$ cat config.mk
export PLATFORM = sky130hd
export DESIGN_NAME = ecg_filter_beat_rate_core
export DESIGN_NICKNAME = d
export VERILOG_FILES = /design/src/hw/rtl/efbr_pkg.sv /design/src/hw/rtl/efbr_seq.sv /design/src/hw/rtl/ecg_filter_beat_rate_core.sv
export SDC_FILE = /design/constraint.sdc
export NUM_CORES = 1
export LEC_CHECK = 0
export ABC_AREA = 1
export ABC_CLOCK_PERIOD_IN_PS = 4200
export BUFFER_PORTS_ARGS = -buffer_cell sky130_fd_sc_hd__buf_4
export CAP_MARGIN = 20
export CORE_MARGIN = 2
export CORE_UTILIZATION = 62
export DETAILED_ROUTE_END_ITERATION = 8
export GPL_ROUTABILITY_DRIVEN = 0
export PLACE_DENSITY_LB_ADDON = 0.05
export SLEW_MARGIN = 10
export SYNTH_ARGS = -nofsm -noshare
export SYNTH_HDL_FRONTEND = slang
export SYNTH_SLANG_ARGS = --single-unit
$ cat constraint.sdc
create_clock -name aclk -period 4.2 [get_ports aclk]
set_input_delay 0.63 -clock aclk [delete_from_list [all_inputs] [get_ports aclk]]
set_output_delay 0.63 -clock aclk [all_outputs]
set_load 0.05 [all_outputs]
$ cat src/hw/rtl/efbr_pkg.sv
// Shared types, widths and the microcode table of the ECG filter and beat-rate core.
// Depends on nothing; imported by efbr_seq and ecg_filter_beat_rate_core.
package efbr_pkg;

    localparam int AVG_LOG2 = 3;
    localparam int AVG_LEN  = 1 << AVG_LOG2;
    localparam int TAPS     = 4;

    localparam int SAMPLE_W = 10;
    localparam int SLOT_W   = AVG_LOG2;
    localparam int SUM_W    = SAMPLE_W + AVG_LOG2;
    localparam int NOTCH_W  = SAMPLE_W + 1;
    localparam int LOW_W    = 15;
    localparam int CNT_W    = 16;
    localparam int DIV_CNT_W = $clog2(CNT_W);

    localparam int S_TDATA_W = 16;
    localparam int M_TDATA_W = 48;
    localparam int CFG_ADDR_W = 2;
    localparam int CFG_DATA_W = 16;

    localparam logic [CFG_ADDR_W-1:0] REG_THRESHOLD  = 2'd0;
    localparam logic [CFG_ADDR_W-1:0] REG_REFRACTORY = 2'd1;
    localparam logic [CFG_ADDR_W-1:0] REG_NUMERATOR  = 2'd2;

    localparam logic [LOW_W-1:0] THRESHOLD_RST  = 15'd800;
    localparam logic [CNT_W-1:0] REFRACTORY_RST = 16'd80;
    localparam logic [CNT_W-1:0] NUMERATOR_RST  = 16'd28800;
    localparam logic [CNT_W-1:0] COUNT_MAX      = '1;

    localparam int STEP_W = 3;
    typedef logic [STEP_W-1:0] step_t;

    typedef enum logic [2:0] {
        OP_NOP   = 3'd0,
        OP_LOAD  = 3'd1,
        OP_RING  = 3'd2,
        OP_NOTCH = 3'd3,
        OP_LOW   = 3'd4,
        OP_TEST  = 3'd5,
        OP_DIV   = 3'd6,
        OP_EMIT  = 3'd7
    } uop_t;

    typedef enum logic [2:0] {
        C_NEXT     = 3'd0,
        C_WAIT_IN  = 3'd1,
        C_NOBEAT   = 3'd2,
        C_LOOP     = 3'd3,
        C_WAIT_OUT = 3'd4,
        C_JUMP     = 3'd5
    } jcond_t;

    typedef struct packed {
        uop_t   op;
        jcond_t cond;
        step_t  target;
    } uword_t;

    typedef struct packed {
        logic in_valid;
        logic beat;
        logic div_last;
        logic out_free;
    } efbr_cond_t;

    localparam step_t STEP_FETCH = 3'd0;
    localparam step_t STEP_RING  = 3'd1;
    localparam step_t STEP_NOTCH = 3'd2;
    localparam step_t STEP_LOW   = 3'd3;
    localparam step_t STEP_TEST  = 3'd4;
    localparam step_t STEP_DIV   = 3'd5;
    localparam step_t STEP_EMIT  = 3'd6;

    function automatic uword_t ucode(input step_t pc);
        uword_t w;
        w = '{op: OP_NOP, cond: C_JUMP, target: STEP_FETCH};
        unique case (pc)
            STEP_FETCH: w = '{op: OP_LOAD,  cond: C_WAIT_IN,  target: STEP_RING};
            STEP_RING:  w = '{op: OP_RING,  cond: C_NEXT,     target: STEP_FETCH};
            STEP_NOTCH: w = '{op: OP_NOTCH, cond: C_NEXT,     target: STEP_FETCH};
            STEP_LOW:   w = '{op: OP_LOW,   cond: C_NEXT,     target: STEP_FETCH};
            STEP_TEST:  w = '{op: OP_TEST,  cond: C_NOBEAT,   target: STEP_EMIT};
            STEP_DIV:   w = '{op: OP_DIV,   cond: C_LOOP,     target: STEP_FETCH};
            STEP_EMIT:  w = '{op: OP_EMIT,  cond: C_WAIT_OUT, target: STEP_FETCH};
            default:    w = '{op: OP_NOP,   cond: C_JUMP,     target: STEP_FETCH};
        endcase
        return w;
    endfunction

endpackage

$ cat src/hw/rtl/efbr_seq.sv
// Microcode sequencer: step counter, control-word table and conditional jumps.
// Depends on efbr_pkg.
module efbr_seq
    import efbr_pkg::*;
(
    input  logic       aclk,
    input  logic       aresetn,
    input  efbr_cond_t cond,
    output uop_t       op
);

    step_t  pc_reg, pc_next;
    uword_t word;

    assign word = ucode(pc_reg);
    assign op   = word.op;

    always_comb begin
        pc_next = pc_reg;
        unique case (word.cond)
            C_NEXT:     pc_next = pc_reg + 1'b1;
            C_WAIT_IN:  pc_next = cond.in_valid ? word.target : pc_reg;
            C_NOBEAT:   pc_next = cond.beat ? pc_reg + 1'b1 : word.target;
            C_LOOP:     pc_next = cond.div_last ? pc_reg + 1'b1 : pc_reg;
            C_WAIT_OUT: pc_next = cond.out_free ? word.target : pc_reg;
            C_JUMP:     pc_next = word.target;
            default:    pc_next = STEP_FETCH;
        endcase
    end

    always_ff @(posedge aclk) begin
        if (!aresetn) begin
            pc_reg <= STEP_FETCH;
        end else begin
            pc_reg <= pc_next;
        end
    end

endmodule

$ cat src/hw/rtl/ecg_filter_beat_rate_core.sv
// ECG conditioning and beat-rate core: 8-sample mean, notch, 1-4-6-4-1 lowpass, beat detect.
// Depends on efbr_pkg and efbr_seq.
//
// One sample in, one result beat out. A short microprogram walks each sample through a
// running-sum mean, the four-back notch, the binomial lowpass and the beat test; a sample
// with a beat also passes through the one-bit-per-cycle restoring divider that forms the
// rate. The next sample is taken once the result sits in the output
// register, so a stalled consumer holds the block only when a second result is ready.
// Configuration writes land at once and should be made between samples.
module ecg_filter_beat_rate_core
    import efbr_pkg::*;
(
    input  logic                  aclk,
    input  logic                  aresetn,
    input  logic                  cfg_wr_en,
    input  logic [CFG_ADDR_W-1:0] cfg_addr,
    input  logic [CFG_DATA_W-1:0] cfg_wdata,
    input  logic                  s_tvalid,
    output logic                  s_tready,
    input  logic [S_TDATA_W-1:0]  s_tdata,   // [9:0] sample
    output logic                  m_tvalid,
    input  logic                  m_tready,
    output logic [M_TDATA_W-1:0]  m_tdata,   // [9:0] averaged, [24:10] filtered, [40:25] rate_bpm
    output logic                  m_tuser    // [0] beat_found
);

    uop_t       op;
    efbr_cond_t cond;

    logic signed [LOW_W-1:0]   threshold_reg, threshold_next;
    logic [CNT_W-1:0]          refractory_reg, refractory_next;
    logic [CNT_W-1:0]          numerator_reg, numerator_next;

    logic [SAMPLE_W-1:0]       sample_reg, sample_next;
    logic [SAMPLE_W-1:0]       ring_reg [AVG_LEN], ring_next [AVG_LEN];
    logic [SLOT_W-1:0]         slot_reg, slot_next;
    logic [SUM_W-1:0]          sum_reg, sum_next;
    logic [SAMPLE_W-1:0]       mean_reg, mean_next;
    logic [SAMPLE_W-1:0]       mhist_reg [TAPS], mhist_next [TAPS];
    logic signed [NOTCH_W-1:0] notch_reg, notch_next;
    logic signed [NOTCH_W-1:0] nhist_reg [TAPS], nhist_next [TAPS];
    logic signed [LOW_W-1:0]   low_reg, low_next;
    logic [CNT_W-1:0]          since_reg, since_next;
    logic [CNT_W-1:0]          rate_reg, rate_next;
    logic                      beat_reg, beat_next;

    logic [CNT_W-1:0]          rem_reg, rem_next;
    logic [CNT_W-1:0]          quo_reg, quo_next;
    logic [DIV_CNT_W-1:0]      dcnt_reg, dcnt_next;

    logic                      out_valid_reg, out_valid_next;
    logic [M_TDATA_W-1:0]      out_data_reg, out_data_next;
    logic                      out_beat_reg, out_beat_next;

    logic signed [LOW_W-1:0]   n_cur, n0, n1, n2, n3, low_sum;
    logic [CNT_W:0]            trial, shifted;
    logic                      beat_now;

    efbr_seq u_seq (
        .aclk    (aclk),
        .aresetn (aresetn),
        .cond    (cond),
        .op      (op)
    );

    assign beat_now = (low_reg > threshold_reg) && (since_reg > refractory_reg);

    assign cond = '{in_valid: s_tvalid,
                    beat:     beat_now,
                    div_last: (dcnt_reg == DIV_CNT_W'(CNT_W - 1)),
                    out_free: (!out_valid_reg || m_tready)};

    assign s_tready = (op == OP_LOAD);
    assign m_tvalid = out_valid_reg;
    assign m_tdata  = out_data_reg;
    assign m_tuser  = out_beat_reg;

    assign n_cur = LOW_W'(notch_reg);
    assign n0    = LOW_W'(nhist_reg[0]);
    assign n1    = LOW_W'(nhist_reg[1]);
    assign n2    = LOW_W'(nhist_reg[2]);
    assign n3    = LOW_W'(nhist_reg[3]);
    assign low_sum = n_cur + (n0 <<< 2) + (n1 <<< 2) + (n1 <<< 1) + (n2 <<< 2) + n3;

    assign shifted = {rem_reg, quo_reg[CNT_W-1]};
    assign trial   = shifted - {1'b0, since_reg};

    always_comb begin
        threshold_next  = threshold_reg;
        refractory_next = refractory_reg;
        numerator_next  = numerator_reg;
        sample_next     = sample_reg;
        ring_next       = ring_reg;
        slot_next       = slot_reg;
        sum_next        = sum_reg;
        mean_next       = mean_reg;
        mhist_next      = mhist_reg;
        notch_next      = notch_reg;
        nhist_next      = nhist_reg;
        low_next        = low_reg;
        since_next      = since_reg;
        rate_next       = rate_reg;
        beat_next       = beat_reg;
        rem_next        = rem_reg;
        quo_next        = quo_reg;
        dcnt_next       = dcnt_reg;
        out_valid_next  = out_valid_reg;
        out_data_next   = out_data_reg;
        out_beat_next   = out_beat_reg;

        if (cfg_wr_en) begin
            unique case (cfg_addr)
                REG_THRESHOLD:  threshold_next  = cfg_wdata[LOW_W-1:0];
                REG_REFRACTORY: refractory_next = cfg_wdata;
                REG_NUMERATOR:  numerator_next  = cfg_wdata;
                default: ;
            endcase
        end

        if (out_valid_reg && m_tready) begin
            out_valid_next = 1'b0;
        end

        unique case (op)
            OP_LOAD: begin
                if (s_tvalid) begin
                    sample_next = s_tdata[SAMPLE_W-1:0];
                end
            end
            OP_RING: begin
                sum_next            = sum_reg - SUM_W'(ring_reg[slot_reg]) + SUM_W'(sample_reg);
                ring_next[slot_reg] = sample_reg;
                slot_next           = slot_reg + 1'b1;
            end
            OP_NOTCH: begin
                mean_next  = sum_reg[SUM_W-1:AVG_LOG2];
                notch_next = $signed({1'b0, sum_reg[SUM_W-1:AVG_LOG2]})
                           - $signed({1'b0, mhist_reg[TAPS-1]});
            end
            OP_LOW: begin
                low_next = low_sum;
                for (int i = TAPS - 1; i > 0; i--) begin
                    mhist_next[i] = mhist_reg[i-1];
                    nhist_next[i] = nhist_reg[i-1];
                end
                mhist_next[0] = mean_reg;
                nhist_next[0] = notch_reg;
            end
            OP_TEST: begin
                beat_next = beat_now;
                rem_next  = '0;
                quo_next  = numerator_reg;
                dcnt_next = '0;
                if (!beat_now && since_reg != COUNT_MAX) begin
                    since_next = since_reg + 1'b1;
                end
            end
            OP_DIV: begin
                if (!trial[CNT_W]) begin
                    rem_next = trial[CNT_W-1:0];
                    quo_next = {quo_reg[CNT_W-2:0], 1'b1};
                end else begin
                    rem_next = shifted[CNT_W-1:0];
                    quo_next = {quo_reg[CNT_W-2:0], 1'b0};
                end
                dcnt_next = dcnt_reg + 1'b1;
                if (cond.div_last) begin
                    rate_next  = quo_next;
                    since_next = '0;
                end
            end
            OP_EMIT: begin
                if (cond.out_free) begin
                    out_valid_next = 1'b1;
                    out_beat_next  = beat_reg;
                    out_data_next  = {7'd0, rate_reg, low_reg, mean_reg};
                end
            end
            default: ;
        endcase
    end

    always_ff @(posedge aclk) begin
        if (!aresetn) begin
            threshold_reg  <= THRESHOLD_RST;
            refractory_reg <= REFRACTORY_RST;
            numerator_reg  <= NUMERATOR_RST;
            for (int i = 0; i < AVG_LEN; i++) begin
                ring_reg[i] <= '0;
            end
            for (int i = 0; i < TAPS; i++) begin
                mhist_reg[i] <= '0;
                nhist_reg[i] <= '0;
            end
            slot_reg      <= '0;
            sum_reg       <= '0;
            since_reg     <= '0;
            rate_reg      <= '0;
            out_valid_reg <= 1'b0;
        end else begin
            threshold_reg  <= threshold_next;
            refractory_reg <= refractory_next;
            numerator_reg  <= numerator_next;
            ring_reg       <= ring_next;
            mhist_reg      <= mhist_next;
            nhist_reg      <= nhist_next;
            slot_reg       <= slot_next;
            sum_reg        <= sum_next;
            since_reg      <= since_next;
            rate_reg       <= rate_next;
            out_valid_reg  <= out_valid_next;
        end
    end

    always_ff @(posedge aclk) begin
        sample_reg   <= sample_next;
        mean_reg     <= mean_next;
        notch_reg    <= notch_next;
        low_reg      <= low_next;
        beat_reg     <= beat_next;
        rem_reg      <= rem_next;
        quo_reg      <= quo_next;
        dcnt_reg     <= dcnt_next;
        out_data_reg <= out_data_next;
        out_beat_reg <= out_beat_next;
    end

endmodule
==> results.cfg, run 1 <==
[drt]
wl_mm = 42.4
wl_per_cell_um = 15.5
via_per_inst = 5.43
firstDrtPassIters = 7
postRouteAntennaNets = 0
first_iter_violations = 1055
vias = 14870
drc = 0

[hold_path]
hold_class = in -> reg
min_to = sample_reg[5]
worstHoldStart = s_tdata[5]
whs_path_depth = 1

[sta]
tns_ns = 0
slew_headroom_pct = 47.8
fmax_ghz = 0.255
finalCriticalPeriod_ns = 3.93
hold_violations = 0
setup_violations = 0
grt_setup_unrepaired = false
fin_skew_ns = 0.0239
worst_pin_slew_ns = 0.783
drv_slew = 0
post-route-period-util_pct = 93.5
fin_ws_ns = 0.274

[die]
rows = 64
ios = 90
start_util_pct = 63.1
die_y_um = 181
core_mm2 = 0.0307
die_w_um = 181
dieArea_mm2 = 0.0326

[critical_path]
r2r_slack_ns = 0.27
required_ns = 4.49
worstSetupPathType = reg -> reg
setup.worst_path.start_class = flip-flop
worstPathArrival_ns = 4.21
crit_path_end_kind = flip-flop
critPathMaxFanout = 2
reg2reg_from = notch_reg[3]
reg2reg_to = low_reg[13]
r2r_cells = 15

[clocking]
cts-root-buf = clkbuf_16
clockBufferDepth = 3
tritoncts = yes
clkLatencyLatePin_ns = 0.55
cts-hold-fix-buffers = 0
path_clk_slew_ns = 0.06
numCtsBuffers = 42
clock-sinks = 388
cts_resized = 0
cts_setup_buffers = 0
htree_levels = 2

[layout]
drive_gt1_share_pct = 7.72
largest_register_ffs = 80
final_cells = 2741
nets = 2504
fin_area_mm2 = 0.0214
area_growth_syn_to_layout_pct = 10.7

[global_routing]
gr-total-overflow = 0
antenna_found_initial = 1
grt_first_pass_wirelength_mm = 69.9
groute.usage.overall_pct = 25.9
grt_max_degree = 87
grt_pass1_vias = 14057

[logic_synthesis]
yosysSeqAreaShare_pct = 46.6
ys_ff_latch = 388
yosysUniqueCellTypes = 50
netlist_instances = 2285
yosys_warnings = 0
ys.flop_type = dfxtp_1
netlist_area_mm2 = 0.0194
avgSynthCellArea_um2 = 8.47
synth_edf_count = 125
async_reset_ff_share_pct = 0

[place]
dp_hpwl_mm = 29.4
port_buffers = 76
placed_cell_area_mm2 = 0.0201
dp_slack_ns = 0.160
placed_cells = 2663

[power]
power_density_mw_per_mm2 = 534
ir_drop_mv = 0.725
finalPower_w = 0.0114
leakagePower_nw = 8.90

[flow_run]
max_cap_violations = 0

[status]
status = finished, final reports clean
-- cell families (layout without fill, tap and decap cells) --
group	Yosys count	in the layout	share of synthesized area (%)
AO/OA/AOI/OAI	585	585	15.7
XOR/XNOR	55	55	2.49
adder cells (fa/ha/maj)	153	153	12.1
buffers and inverters	476	529	9.55
flip-flops	388	388	46.6
other	1	8	0.0194
AND/OR/NAND/NOR	627	627	13.5
-- routing by layer --
| metal | share of wire, % | vias to the layer above | GRT usage [%] |
|---|---|---|---|
| met2 | 46 | 359 | 41.8 |
| met4 | 3.3 | 0 | 9.13 |
| met1 | 47 | 6916 | 36.5 |
| met3 | 4.5 | 90 | 3.04 |
| met5 | 0 | - | 0 |
| li1 | - | 7505 | - |
-- worst max-delay path by stage --
stage                            start           to  slack (ns)
after CTS                 notch_reg[3]  low_reg[13]        0.15
after floorplan           notch_reg[3]  low_reg[13]        0.40
after global placement    notch_reg[3]  low_reg[13]        0.19
after global routing      notch_reg[5]  low_reg[14]        0.08
final                     notch_reg[3]  low_reg[13]        0.27
after detailed placement  notch_reg[3]  low_reg[13]        0.16
-- critical path, cell delays in order (launching register included) --
cell	delay, ns
edfxtp_1	0.43
fa_1	0.55
inv_1	0.05
fa_1	0.50
fa_1	0.54
inv_1	0.04
ha_1	0.22
fa_1	0.40
nand3_1	0.09
nand3_1	0.10
a21boi_1	0.22
o21ai_0	0.16
a21oi_1	0.15
nor2_1	0.05
nor2_1	0.11
xnor2_1	0.07
-- through the flow --
| stage | hold WS [ns] | utilization [%] |
|---|---|---|
| floorplan | 0.400 | - |
| global placement | 0.404 | 65.6 |
| detailed placement | 0.408 | 65.6 |
| CTS | 0.242 | 69.7 |
| global route | 0.246 | 69.8 |
| finish | 0.260 | 69.8 |
-- synth_stat cells, drive strengths merged, types with 2 or more instances --
cell type	count	area share [%]
ha	95	6.1
buf	30	0.90
nor3	14	0.44
clkbuf	88	1.7
o32ai	2	0.091
a211oi	5	0.19
inv	357	6.9
edfxtp	125	19
nand3	100	2.6
fa	58	6.0
o211ai	6	0.23
nor4	3	0.097
and3	2	0.065
nand2	286	5.6
a21boi	3	0.12
a21o	6	0.23
xor2	37	1.7
nor3b	3	0.12
o21bai	5	0.19
dfxtp	263	27
nor2	204	4.1
a21oi	288	7.5
o21ai	261	6.8
xnor2	18	0.81
nand4	13	0.42
-- power by group --
group | leakage (nW) | internal (W) | switching, W | total, W
Clock | 0.618 | 0.00195 | 0.00150 | 0.00345
Sequential | 3.30 | 0.00418 | 0.000231 | 0.00441
Combinational | 4.98 | 0.00129 | 0.00229 | 0.00357
Total | 8.90 | 0.00742 | 0.00401 | 0.0114
-- area by class of cell --
| class | instances | area [um2] |
|---|---|---|
| diodes | 1 | 2.50 |
| clock buffers | 59 | 1120 |
| clock inverters | 17 | 148 |
| fillers | 2484 | 9250 |
| inverters | 358 | 1340 |
| multi-input cells | 1427 | 8540 |
| flip-flops and latches | 388 | 9020 |
| well taps | 396 | 495 |
| repair buffers | 95 | 746 |
-- cells in the final DEF (no fill, tap or decap), types with 4 or more instances in the layout --
master	synthesis	layout
a211oi_1	5	5
xnor2_1	18	18
clkinv_2	0	5
o21ai_0	258	258
nor2_2	3	4
nor3_1	11	11
buf_4	9	93
fa_1	58	58
nand2_1	283	282
a21o_1	6	6
dfxtp_1	263	263
nand3_1	100	100
nor2_1	198	197
ha_1	95	95
clkbuf_1	88	16
o21bai_1	5	5
conb_1	1	7
inv_6	0	4
a21oi_1	287	285
inv_2	7	9
o211ai_1	6	6
nand4_1	13	13
clkbuf_16	0	42
xor2_1	37	37
inv_1	350	348
edfxtp_1	125	125
(Power assumes the default switching activity.)
==> run 2: changes to the inputs <==
--- a/config.mk
+++ b/config.mk
@@ -14,6 +14,7 @@
 export DETAILED_ROUTE_END_ITERATION = 8
 export GPL_ROUTABILITY_DRIVEN = 0
 export PLACE_DENSITY_LB_ADDON = 0.05
+export REMOVE_ABC_BUFFERS = 1
 export SLEW_MARGIN = 10
 export SYNTH_ARGS = -nofsm -noshare
 export SYNTH_HDL_FRONTEND = slang
==> results.cfg, run 2 (same netlist as run 1, synthesis figures left out) <==
[layout]
mostFrequentLayoutCell = inv_1
multiInputGateArea_mm2 = 0.00855
diodes = 0
fin_util_pct = 70.1
drive_gt1_share_pct = 7.93
seqCellArea_mm2 = 0.00902
largest_register_ffs = 80
area_growth_syn_to_layout_pct = 11.1
n_fill_cell = 2488
nets = 2507
mostFrequentLayoutCells = inv_1 (348), a21oi_1 (285), nand2_1 (282)

[global_routing]
antenna_found_initial = 0
grt_max_degree = 121
groute.usage.overall_pct = 25.9
grt_pass1_vias = 14268
grt_first_pass_wirelength_mm = 69.7
gr-total-overflow = 0

[sta]
fmax_ghz = 0.252
grt_setup_unrepaired = false
hold_violations = 0
post-route-period-util_pct = 94.5
fin_skew_ns = 0.0164
finalCriticalPeriod_ns = 3.97
worst_pin_slew_ns = 1.02
drv_slew = 0
setup_violations = 0
tns_ns = 0
slew_headroom_pct = 31.9

[hold_path]
hold_class = in -> reg
worstHoldStart = s_tdata[3]

[die]
dieArea_mm2 = 0.0326
core_mm2 = 0.0307
rows = 64
die_w_um = 181
die_y_um = 181
ios = 90
start_util_pct = 63.1

[critical_path]
slowest_stage = fa_1
setup.worst_path.start_class = flip-flop
crit_path_start = notch_reg[3]
crit_top_cell = fa_1
critPathMaxFanout = 2
cp_slowest_stage_delay_ns = 0.55
crit_chain = fa_1 -> inv_1 -> fa_1 -> fa_1 -> inv_1 -> ha_1 -> fa_1 -> nand3_1 -> nand3_1 -> a21boi_2 -> o21ai_0 -> a21oi_1 -> nor2_1 -> nor2_1 -> xnor2_1
crit_path_end_kind = flip-flop
required_ns = 4.48
reg2reg_from = notch_reg[3]
worstSetupPathType = reg -> reg
worstPathArrival_ns = 4.25

[power]
power_density_mw_per_mm2 = 537
ir_drop_mv = 0.495
finalPower_w = 0.0116
leakagePower_nw = 8.95

[clocking]
htree_levels = 2
clkLatencyLatePin_ns = 0.53
clock-sinks = 388
cts_setup_buffers = 0
tritoncts = yes
numCtsBuffers = 42
cts-root-buf = clkbuf_16
clockBufferDepth = 3
path_clk_slew_ns = 0.06

[drt]
postRouteAntennaNets = 0
drc = 0
via_per_inst = 5.44
vias = 14915
wl_per_cell_um = 15.5
wl_mm = 42.5
firstDrtPassIters = 5
first_iter_violations = 1066

[flow_run]
max_cap_violations = 0

[place]
dp_hpwl_mm = 28.5
port_buffers = 76

[status]
status = finished, final reports clean
[run 2: cell count changes in the layout (fill, tap and decap cells not counted), moves of 2 or more]
cell	delta
clkbuf_1	-4
clkbuf_8	+4
inv_6	-4
clkinv_1	+3
clkinv_4	-3
buf_12	+2
buf_4	+2
bufinv_16	+2
clkinv_2	+2
[run 2: area by class of cell]
cell class / count / share of cell area, %
inverter: 358 / 6.25
tap: 396 / 2.30
timing repair buffer: 98 / 3.59
multi-input combinational: 1427 / 39.7
clock inverter: 17 / 0.779
sequential: 388 / 41.9
clock buffer: 59 / 5.42
[run 2: path summary, 6_finish.rpt]
kind,endpoint,slack [ns],cells past startpoint
hold / removal,sample_reg[3],0.27,1
hold reg to reg,m_tdata[27],0.43,0
setup / recovery,low_reg[13],0.23,15
setup reg to reg,low_reg[13],0.23,15
[run 2: critical path: cells and delay by family (launching register included)]
kind	cells	cell delay [ns]
flip-flops	1	0.42
adder cells (fa/ha/maj)	5	2.22
buffers and inverters	2	0.11
XOR/XNOR	1	0.09
AO/OA/AOI/OAI	3	0.50
AND/OR/NAND/NOR	4	0.37
[run 2: what timing repair did]
action | 4_1_cts | 5_1_grt
gates resized for setup | 0 | 2
setup endpoints to repair | 0 | 1
hold endpoints to repair | 0 | 0
hold buffers | 0 | 0
[run 2: stage by stage]
stage / hold slack, ns / std cells / area, um2 / setup WS (ns)
after CTS: 0.259 / 2742 / 21500 / 0.0568
after floorplan: 0.400 / 2173 / 18900 / -0.445
after global placement: 0.406 / 2666 / 20200 / 0.156
after global routing: 0.259 / 2743 / 21500 / 0.0182
after detailed placement: 0.415 / 2666 / 20200 / 0.0667
final: 0.274 / 2743 / 21500 / 0.233
[run 2: layer usage]
metal,global-route usage [%],vias up,wire length [um],part of all wire (%)
met5,0,-,0,0
met4,9.35,0,1410,3.3
li1,-,7512,-,-
met2,43.2,366,19900,47
met3,3.77,91,2020,4.8
met1,34.4,6946,19100,45
[run 2: report_power, final]
part	internal [W]	switching [W]	total (W)
Sequential	0.00418	0.000199	0.00438
Combinational	0.00129	0.00229	0.00358
Clock	0.00212	0.00147	0.00359
Total	0.00759	0.00396	0.0116
==> run 3: changes to the inputs <==
--- a/config.mk
+++ b/config.mk
@@ -5,7 +5,6 @@
 export SDC_FILE = /design/constraint.sdc
 export NUM_CORES = 1
 export LEC_CHECK = 0
-export ABC_AREA = 1
 export ABC_CLOCK_PERIOD_IN_PS = 4200
 export BUFFER_PORTS_ARGS = -buffer_cell sky130_fd_sc_hd__buf_4
 export CAP_MARGIN = 20
@@ -14,7 +13,6 @@
 export DETAILED_ROUTE_END_ITERATION = 8
 export GPL_ROUTABILITY_DRIVEN = 0
 export PLACE_DENSITY_LB_ADDON = 0.05
-export REMOVE_ABC_BUFFERS = 1
 export SLEW_MARGIN = 10
 export SYNTH_ARGS = -nofsm -noshare
 export SYNTH_HDL_FRONTEND = slang
==> results.cfg, run 3 <==
[hold_path]
hold_class = in -> reg
whs_path_depth = 1

[status]
status = finished, final reports clean

[drt]
drc = 0
vias = 14335
wl_met1_mm = 19.4
via_per_inst = 5.54
wl_per_cell_um = 16.3
postRouteAntennaNets = 0
maxUsedRoutingLayer = met4
wl_met3_mm = 1.76
wl_mm = 42.2
firstDrtPassIters = 7
dr_wl_met2_mm = 20.2
first_iter_violations = 932

[sta]
hold_violations = 0
post-route-period-util_pct = 94.7
finalCriticalPeriod_ns = 3.98
drv_slew = 0
grt_setup_unrepaired = false
whs_ns = 0.279
worst_pin_slew_ns = 1.05
fmax_ghz = 0.251
slew_headroom_pct = 30.1
setup_violations = 0
fin_skew_ns = 0.0123

[critical_path]
r2r_cells = 16
crit_path_end_kind = flip-flop
worstSetupPathType = reg -> reg
required_ns = 4.47
critPathMaxFanout = 3
setup.worst_path.start_class = flip-flop
worstPathArrival_ns = 4.25

[logic_synthesis]
synthTopCellsByCount = nand2_1 (463), dfxtp_1 (263), inv_1 (222), a21boi_0 (187), edfxtp_1 (125)
synth_mux_area_share_pct = 4.14
async_reset_ff_share_pct = 0
yosysUniqueCellTypes = 79
synthXorXnorAreaFrac_pct = 2.29
synth_compound_area_share_pct = 13.7
synth-adder-area-share_pct = 11.8
avgSynthCellArea_um2 = 9.48
synth_top_area_share_pct = 26.5
ys_top_cells_by_area = dfxtp_1 (26%), edfxtp_1 (19%), nand2_1 (8.7%)
synth.most_common_cell = nand2_1
synth_top_family_by_area = simple AND/OR/NAND/NOR gates
yosys_warnings = 0
yosys.area_share.simple_pct = 16.3
netlist_area_mm2 = 0.0199
yosysTopAreaCell = dfxtp_1
yosysSeqAreaShare_pct = 45.4
synth_edf_count = 125
netlist_instances = 2096
ys_ff_latch = 388
ys.flop_type = dfxtp_1

[layout]
fin_area_mm2 = 0.0222
diodes = 0
mostFrequentLayoutCells = nand2_1 (462), dfxtp_1 (262), inv_1 (221)
fin_util_pct = 70.3
nets = 2346
drive_gt1_share_pct = 10.8
area_growth_syn_to_layout_pct = 11.6
mostFrequentLayoutCell = nand2_1
largest_register_ffs = 80
final_cells = 2588

[die]
rows = 65
ios = 90
core_mm2 = 0.0316
die_y_um = 183
start_util_pct = 63.0
die_w_um = 183
dieArea_mm2 = 0.0335

[global_routing]
gr-total-overflow = 0
grt_max_degree = 152
antenna_found_initial = 0
grt_pass1_vias = 13943
groute.usage.overall_pct = 25.5
grt_first_pass_wirelength_mm = 69.2

[place]
placed_cells = 2509
dp_hpwl_mm = 28.8
placed_cell_area_mm2 = 0.0208
port_buffers = 76

[clocking]
path_clk_slew_ns = 0.06
numCtsBuffers = 42
cts-hold-fix-buffers = 0
clockBufferDepth = 3
clock-sinks = 388
cts-root-buf = clkbuf_16
tritoncts = yes
clkLatencyLatePin_ns = 0.53
htree_levels = 2

[power]
leakagePower_nw = 8.59
power_density_mw_per_mm2 = 526
ir_drop_mv = 0.621

[flow_run]
max_cap_violations = 0
==> run 3: changes by cell type after synthesis, sizes merged, moves of 18 or more <==
cell    change
o21ai     -222
a21oi     -217
a21boi    +184
nand2     +177
inv       -135
nor2      -101
nand3      -74
nor2b      +57
mux2i      +23
xor2       -22
mux4       +20
xnor2      +19
and2       +18
==> run 3: final timing paths <==
check        startpoint            end  slack, ns
min reg2reg    beat_reg        m_tuser       0.43
max reg2reg       n1[2]    low_reg[12]       0.22
max               n1[2]    low_reg[12]       0.22
min          s_tdata[1]  sample_reg[1]       0.28
==> run 3: where the power goes <==
| part | total (W) | switching [W] | internal, W |
|---|---|---|---|
| Combinational | 0.00356 | 0.00212 | 0.00144 |
| Clock | 0.00353 | 0.00144 | 0.00209 |
| Sequential | 0.00458 | 0.000267 | 0.00431 |
==> run 3: cell families after synthesis <==
kind of cell	after synthesis
flops	388
mux	55
other cells	1
fa+ha+maj	153
xor+xnor	52
simple gates	743
buf+inv	319
compound gates	385
==> run 3: worst max-delay path, stage by stage, from the launching register on <==
cell and delay, ns:
dfxtp_1 0.37, inv_1 0.10, fa_1 0.49, inv_1 0.05, fa_1 0.53, inv_1 0.05, fa_1 0.53, inv_1 0.07
ha_1 0.30, a21o_1 0.15, a21oi_1 0.20, nor2b_1 0.09, o211ai_1 0.16, nand2_1 0.12, a41oi_2 0.24, nor2b_1 0.18
xnor2_1 0.08
==> run 3: routing by layer <==
layer	up-vias	GRT usage [%]
li1	7080	-
met1	6887	35.0
met2	309	43.3
met3	59	3.06
met4	0	6.11
met5	-	0
==> run 3: final cells by class <==
type	instances	area [um2]
Clock inverter	10	78.8
Tap cell	402	503
Inverter	222	833
Timing Repair Buffer	105	825
Multi-Input combinational cell	1395	9680
Fill cell	2456	9370
Clock buffer	66	1240
Sequential cell	388	9020
==> run 3: through the flow <==
stage	power [W]	setup TNS [ns]	setup slack (ns)
finish	0.0117	0	0.224
global route	0.0124	0	0.0256
CTS	0.0117	0	0.0189
detailed placement	0.00815	-0.104	-0.104
global placement	0.00803	0	0.0182
floorplan	0.00729	0	0.0267
==> run 3: timing repair <==
item / 4_1_cts / 5_1_grt
buffers inserted: 0 / 1
endpoints found under the setup margin: 2 / 5
pin swaps: 1 / 4
resized for setup: 4 / 7
